## config.mk

```make
export PLATFORM = sky130hd
export DESIGN_NAME = psu_predict
export DESIGN_NICKNAME = d
export VERILOG_FILES = /design/src/design/png_scanline_unfilter_macros.svh /design/src/design/psu_pkg.sv /design/src/design/psu_predict.sv
export SDC_FILE = /design/constraint.sdc
export NUM_CORES = 1
export LEC_CHECK = 0
export BUFFER_PORTS_ARGS = -buffer_cell sky130_fd_sc_hd__clkbuf_2
export CAP_MARGIN = 10
export CORE_ASPECT_RATIO = 0.9
export CORE_MARGIN = 3
export CORE_UTILIZATION = 45
export DETAILED_ROUTE_END_ITERATION = 6
export SLEW_MARGIN = 25
export SYNTH_ARGS = -nofsm -noshare
export SYNTH_HDL_FRONTEND = slang
export SYNTH_SLANG_ARGS = --single-unit
```

## constraint.sdc

```tcl
create_clock -name vclk -period 7.8
set_input_delay 0.39 -clock vclk [all_inputs]
set_output_delay 0.39 -clock vclk [all_outputs]
set_load 0.01 [all_outputs]
```

## src/design/png_scanline_unfilter_macros.svh

```systemverilog
// Assertion macros shared by the unfilter RTL.
// Each macro expects clk and rst_n in scope.
`ifndef PNG_SCANLINE_UNFILTER_MACROS_SVH
`define PNG_SCANLINE_UNFILTER_MACROS_SVH

`ifndef SYNTHESIS

`define PSU_ASSERT_IMP(lbl, ante, cons) \
  lbl: assert property (@(posedge clk) disable iff (!rst_n) (ante) |-> (cons)) \
    else $error("psu assertion failed");

`define PSU_ASSERT_NXT(lbl, ante, cons) \
  lbl: assert property (@(posedge clk) disable iff (!rst_n) (ante) |=> (cons)) \
    else $error("psu assertion failed");

`else

`define PSU_ASSERT_IMP(lbl, ante, cons)

`define PSU_ASSERT_NXT(lbl, ante, cons)

`endif

`endif

```

## src/design/psu_pkg.sv

```systemverilog
package psu_pkg;

  localparam int MAX_ROW_BYTES_DEF = 8192;

  typedef enum logic [2:0] {
    FILT_NONE  = 3'd0,
    FILT_SUB   = 3'd1,
    FILT_UP    = 3'd2,
    FILT_AVG   = 3'd3,
    FILT_PAETH = 3'd4
  } filt_t;

endpackage

```

## src/design/psu_predict.sv

```systemverilog
module psu_predict (
  input  psu_pkg::filt_t filter,
  input  logic [7:0]     raw,
  input  logic [7:0]     a,
  input  logic [7:0]     b,
  input  logic [7:0]     c,
  output logic [7:0]     recon
);
  import psu_pkg::*;

  logic [8:0] sum_ab;
  logic [9:0] d_pa;
  logic [9:0] d_pb;
  logic [9:0] d_pc;
  logic [9:0] pa;
  logic [9:0] pb;
  logic [9:0] pc;
  logic [7:0] paeth;
  logic [7:0] pred;

  // Paeth distances: |b - c|, |a - c|, |a + b - 2c| in 10-bit two's complement
  always_comb begin
    sum_ab = {1'b0, a} + {1'b0, b};
    d_pa   = {2'b00, b} - {2'b00, c};
    d_pb   = {2'b00, a} - {2'b00, c};
    d_pc   = {1'b0, sum_ab} - {1'b0, c, 1'b0};
    pa     = d_pa[9] ? (~d_pa + 10'd1) : d_pa;
    pb     = d_pb[9] ? (~d_pb + 10'd1) : d_pb;
    pc     = d_pc[9] ? (~d_pc + 10'd1) : d_pc;
    if (pa <= pb && pa <= pc) begin
      paeth = a;
    end else if (pb <= pc) begin
      paeth = b;
    end else begin
      paeth = c;
    end
  end

  always_comb begin
    case (filter)
      FILT_SUB:   pred = a;
      FILT_UP:    pred = b;
      FILT_AVG:   pred = sum_ab[8:1];
      FILT_PAETH: pred = paeth;
      default:    pred = 8'd0;
    endcase
    recon = raw + pred;
  end

endmodule

```

==> Word level (Yosys, flattened, before mapping) <==
Cells that the tools add are included.
{ "word_totals": {"ff_bits": 0, "inputBits": 35, "out_inout_bits": 8, "elab_cells": 25} }
{ "op_classes": {"add_sub_neg": 8, "magnitude_cmp": 3, "n_eq_ne": 4, "n_mux": 6, "bitwise_logic": 3, "n_reduce_logical": 1} }
{ "op_table": {"columns": ["op", "count"], "rows": [
  ["$pmux W8 S4", 1],
  ["$add A10 B1 Y10 const B", 3],
  ["$le A10 B10 Y1", 3],
  ["$mux W10", 3],
  ["$not A10 Y10", 3],
  ["$sub A8 B8 Y9", 2],
  ["$mux W8", 2],
  ["$sub A9 B9 Y10", 1],
  ["$add A8 B8 Y9", 1],
  ["$add A8 B8 Y8", 1],
  ["$eq A3 B2 Y1 const B", 2],
  ["$eq A3 B1 Y1 const B", 1],
  ["$eq A3 B3 Y1 const B", 1],
  ["$logic_and A1 B1 Y1", 1]
]} }

==> Logic depth before layout (Yosys ltp) <==
{ "depth": {"depth_word": 10, "mapped_depth": 29, "mapped_depth_nobuf": 28} }

==> Worst setup path after synthesis <==
No wires, ideal clock.
{ "synth_path": {"kind": "in2out", "startpoint": "in a[0]", "endpoint": "out recon[7]", "arrival_time_ps": 6240, "required_time_ps": 7410, "path_slack_ps": 1170, "path_stages": 28, "path_buffers": 0, "cell_sequence": "ha_1 fa_1 inv_1 ha_1 fa_1 nor2b_1 o21a_1 o21ai_2 a21oi_2 a211oi_1 or4_1 or3_1 ha_1 nand4_1 a211oi_1 a2111oi_2 nor2_2 mux2_2 mux2i_1 o22ai_1 ha_1 a21o_1 a21oi_1 nor2b_1 o21a_1 o41ai_1 xor2_1 xnor2_1"} }
{ "synth_via": {"elab_chain_cells": 10, "elab_cells_between_ends": 17, "classes_between": "6 x add/sub; 3 x order compare; 5 x mux; 2 x bitwise; 1 x reduce/logical"} }
{ "synth_lines": {"columns": ["element", "line", "text"], "rows": [
  ["from (decl)", "psu_predict.sv:4", "input logic [7:0] a,"],
  ["$add A8 B8 Y9", "psu_predict.sv:23", "sum_ab = {1'b0, a} + {1'b0, b};"],
  ["$sub A9 B9 Y10", "psu_predict.sv:26", "d_pc = {1'b0, sum_ab} - {1'b0, c, 1'b0};"],
  ["$not A10 Y10", "psu_predict.sv:29", "pc = d_pc[9] ? (~d_pc + 10'd1) : d_pc;"],
  ["$add A10 B1 Y10", "psu_predict.sv:29", null],
  ["$mux W10", "psu_predict.sv:29", null],
  ["$le A10 B10 Y1, on equally long branches", "psu_predict.sv:32, psu_predict.sv:30", null],
  ["$mux W8 or $logic_and A1 B1 Y1 (tied branches)", "psu_predict.sv:32, psu_predict.sv:30", null],
  ["$mux W8", "psu_predict.sv:30", "if (pa <= pb && pa <= pc) begin"],
  ["$pmux W8 S4 (*)", "psu_predict.sv:40", "case (filter)"],
  ["$add A8 B8 Y8 (*)", "psu_predict.sv:47", "recon = raw + pred;"],
  ["to (decl)", "psu_predict.sv:7", "output logic [7:0] recon"]
]} }
Mark *: on every way between the ends. The rest lies on a longest branch, timed or not.

==> Worst setup path after layout <==
{ "layout_path": {"startpoint": "in b[0]", "endpoint": "out recon[7]"} }
{ "layout_via": {"elab_chain_cells": 10, "elab_cells_between_ends": 17, "classes_between": "6 x add/sub; 3 x order compare; 5 x mux; 2 x bitwise; 1 x reduce/logical"} }
{ "layout_lines": {"columns": ["element", "line", "text"], "rows": [
  ["from (decl)", "psu_predict.sv:5", "input logic [7:0] b,"],
  ["$add A8 B8 Y9", "psu_predict.sv:23", null],
  ["$sub A9 B9 Y10", "psu_predict.sv:26", null],
  ["$not A10 Y10", "psu_predict.sv:29", null],
  ["$add A10 B1 Y10", "psu_predict.sv:29", null],
  ["$mux W10", "psu_predict.sv:29", null],
  ["$le A10 B10 Y1, on equally long branches", "psu_predict.sv:32, psu_predict.sv:30", null],
  ["$mux W8 or $logic_and A1 B1 Y1 (tied branches)", "psu_predict.sv:32, psu_predict.sv:30", null],
  ["$mux W8", "psu_predict.sv:30", null],
  ["$pmux W8 S4 (*)", "psu_predict.sv:40", null],
  ["$add A8 B8 Y8 (*)", "psu_predict.sv:47", null]
]} }
Marks and branches as above.

==> metrics.sh <==
I_O_PIN_COUNT=43
GROUTE.USAGE.OVERALL_PCT=21.1
TIMING.FMAX_GHz=0.137
FRACTION_OF_FINAL_LAYOUT_CELLS_SIZED_BEYOND_DRIVE_STRENGTH_1_PCT=17.7
FINAL_CRITICAL_PATH_TIME_INCLUDING_I_O_DELAYS_AND_SETUP_PS=7320
WORST_PATH_LARGEST_CELL_DELAY_PS=510
MAXCAPVIOLCOUNT=0
SYNTH.LIB_CELLS_USED.DISTINCT=55
WORST_EP_ARRIVAL_TIME_PS=6930
REGISTER_AREA_UM2=0
ROUTED_VIA_DENSITY=5.82
WORST-SLEW-PIN-TRANSITION_PS=635
POST-ROUTE-PERIOD-UTIL_PCT=93.9
PLACEDCELLCOUNT=536
FINAL_CELL_COUNT_NO_FILL=536
RUN_STATUS='finished clean'
PLACE.GP.CONGESTION=0.879
TIMING_WORST_SETUP_PATH_TYPE='input port to primary output'
GRT_START_MAX_NET_PINS=16
NUM_ROWS=28
DESIGN_POWER_TOTAL_mW=0.674
FLOORPLAN.DIE_AREA_UM2=7920
TOTAL_NUMBER_OF_SEQUENTIAL_CELLS=0
WORSTPATHMAXFANOUT=7
MULTIINPUTGATEAREA_UM2=3000
AVERAGE_WIRE_LENGTH_PER_CELL_AFTER_DETAIL_ROUTING_UM=15.9
TIMING.HOLD.WORST.START='raw[0]'
DIE_H_UM=84.7
SYN-INSTANCE-COUNT=405
DRT_FIRST_PASS_ITERS=5
DESIGN.FINAL.NETS=559
SLEW_VIOL_FINAL=0
POSTCTSSETUPREPAIRBUFS=0
AREA_CONTRIBUTORS_POST_SYNTH='sky130_fd_sc_hd__ha_1, sky130_fd_sc_hd__xnor2_1, sky130_fd_sc_hd__xor2_1'
CRITPATHMOSTFREQUENTCELL='sky130_fd_sc_hd__ha_1'
SYNTH_TOP_CELL_AREA_SHARE_PCT=28.7
COUNT_OF_WARNINGS_EMITTED_BY_YOSYS=0
GRT_ANTENNA_BEFORE_REPAIR=0
DRT-INITIAL-DRC-COUNT=184
GRT_PASS1_WL_UM=13700
POST-SYNTH-TOP-COUNT-CELL='sky130_fd_sc_hd__ha_1'
PORTBUFFERS=43
CORE_AREA_UM2=6620
DETAIL-ROUTE-ANTENNA-NETS=0
TIMING.CRITICAL_PATH.SLOWEST_STAGE_CELL='sky130_fd_sc_hd__fa_1'
REQUIRED_PS=7410
CP-END-KIND='primary output'
GLOBALROUTEOVERFLOWTOTAL=0
SETUP_VIOLATIONS=0
SYNTHESIS_TO_FINISH_AREA_GROWTH_PCT=12.0
SYN-MEAN-INSTANCE-AREA_UM2=7.65
MIN-DELAY-PATH-CLASS='input port to primary output'
SYNTH_AREA_LEADER_CELL='sky130_fd_sc_hd__ha_1'
POST-DP-HPWL_UM=7580
WORST_SETUP_PATH_STARTPOINT='b[0]'
POWER_LEAKAGE_nW=1.67
YOSYSSEQAREASHARE_PCT=0
POWERDENSITY_nW_PER_UM2=194
ANTENNA_FIX_CELLS=0
LAYOUT.CLOCK_BUFFERS=0
CRITPATHLAUNCHTYPE='input port'
HOLD_VIOLATIONS=0
NETLIST_AREA_UM2=3100
ROUTED_WL_UM=8500
FILL_CELLS=666
VIAS=3122
FLOORPLAN.INITIALDENSITY_PCT=46.8
DRT_DRC_VIOLATIONS_LEFT=0
SLEW_HEADROOM_PCT=57.3
IRDROPWORSTVDD_mV=0.0720
GRT_PASS1_VIAS=2856
SYNTHTOPCELLSBYCOUNT='sky130_fd_sc_hd__ha_1, sky130_fd_sc_hd__inv_1, sky130_fd_sc_hd__xnor2_1, sky130_fd_sc_hd__nor2_1, sky130_fd_sc_hd__a21oi_1'
DIEWIDTH_UM=93.5
[per-layer routing]
layer / wire [µm] / global-route usage (%) / vias to the layer above
met5: 0 / 0 / -
met4: 40 / 1.20 / 0
met3: 337 / 1.61 / 4
met2: 3860 / 34.5 / 60
met1: 4270 / 31.6 / 1475
li1: - / - / 1583
[logic make-up (layout without fill, tap and decap cells)]
family                   Yosys count  count (layout)  share of synthesized area (%)
multiplexers                      18              18                           6.30
AND/OR/NAND/NOR                  104             104                           16.9
XOR/XNOR                          50              50                           14.1
other                              2               4                          0.242
buffers and inverters             40              79                           4.93
AO/OA/AOI/OAI                    115             115                           25.6
adder cells (fa/ha/maj)           76              76                           31.9
[cell type report]
cell class         count  area share, %
inverters             34           3.68
well taps             90           3.24
multi-input cells    367           86.4
repair buffers        45           6.63
[per-stage QoR]
stage	hold slack, ps	setup slack [ps]	TNS [ps]	utilization [%]	instance area [µm²]
floorplan	931	1170	0	-	3110
detailed placement	1090	306	0	51.7	3420
CTS	1090	269	0	51.7	3420
global route	1110	-64.7	-64.7	52.4	3470
finish	1090	479	0	52.4	3470
global placement	1100	407	0	51.7	3420
[where the power goes]
group | total, mW | switching, mW | leakage (nW) | internal [mW]
registers | 0 | 0 | 0 | 0
clock network | 0 | 0 | 0 | 0
logic | 0.674 | 0.386 | 1.67 | 0.288
total | 0.674 | 0.386 | 1.67 | 0.288
[path summary, 6_finish.rpt]
path       end  slack, ps  depth (start not counted)
max   recon[7]        480                         30
min   recon[0]       1090                          3
[critical path: cells and delay by family]
kind | cells | cell delay (ps)
buffers and inverters | 3 | 320
AND/OR/NAND/NOR | 6 | 1150
XOR/XNOR | 4 | 690
adder cells (fa/ha/maj) | 6 | 1960
multiplexers | 2 | 490
AO/OA/AOI/OAI | 9 | 1930
[timing repair]
action                                  4_1_cts  5_1_grt
resized for setup                             0        7
hold buffers                                  0        0
endpoints found under the setup margin        0        2
[layout by cell type, fill, tap and decap left out, types with 4 or more instances in the layout]
cell,instances
sky130_fd_sc_hd__a21oi_2,4
sky130_fd_sc_hd__o21a_1,6
sky130_fd_sc_hd__xnor2_1,32
sky130_fd_sc_hd__or2_2,4
sky130_fd_sc_hd__a22oi_1,6
sky130_fd_sc_hd__or3_1,4
sky130_fd_sc_hd__mux2_2,12
sky130_fd_sc_hd__o21ai_1,4
sky130_fd_sc_hd__nand4_1,7
sky130_fd_sc_hd__nor2_1,29
sky130_fd_sc_hd__o21ai_0,16
sky130_fd_sc_hd__nand2_1,16
sky130_fd_sc_hd__fa_1,5
sky130_fd_sc_hd__nor3_1,10
sky130_fd_sc_hd__a21oi_1,23
sky130_fd_sc_hd__a211oi_1,6
sky130_fd_sc_hd__nor2b_1,7
sky130_fd_sc_hd__ha_1,71
sky130_fd_sc_hd__a21o_1,10
sky130_fd_sc_hd__o22ai_1,9
sky130_fd_sc_hd__nand3_1,10
sky130_fd_sc_hd__o31ai_1,5
sky130_fd_sc_hd__clkbuf_2,43
sky130_fd_sc_hd__mux2i_1,6
sky130_fd_sc_hd__o21bai_1,4
sky130_fd_sc_hd__inv_1,34
sky130_fd_sc_hd__conb_1,4
sky130_fd_sc_hd__xor2_1,17
Note: power is estimated with default switching activity, not from simulation.
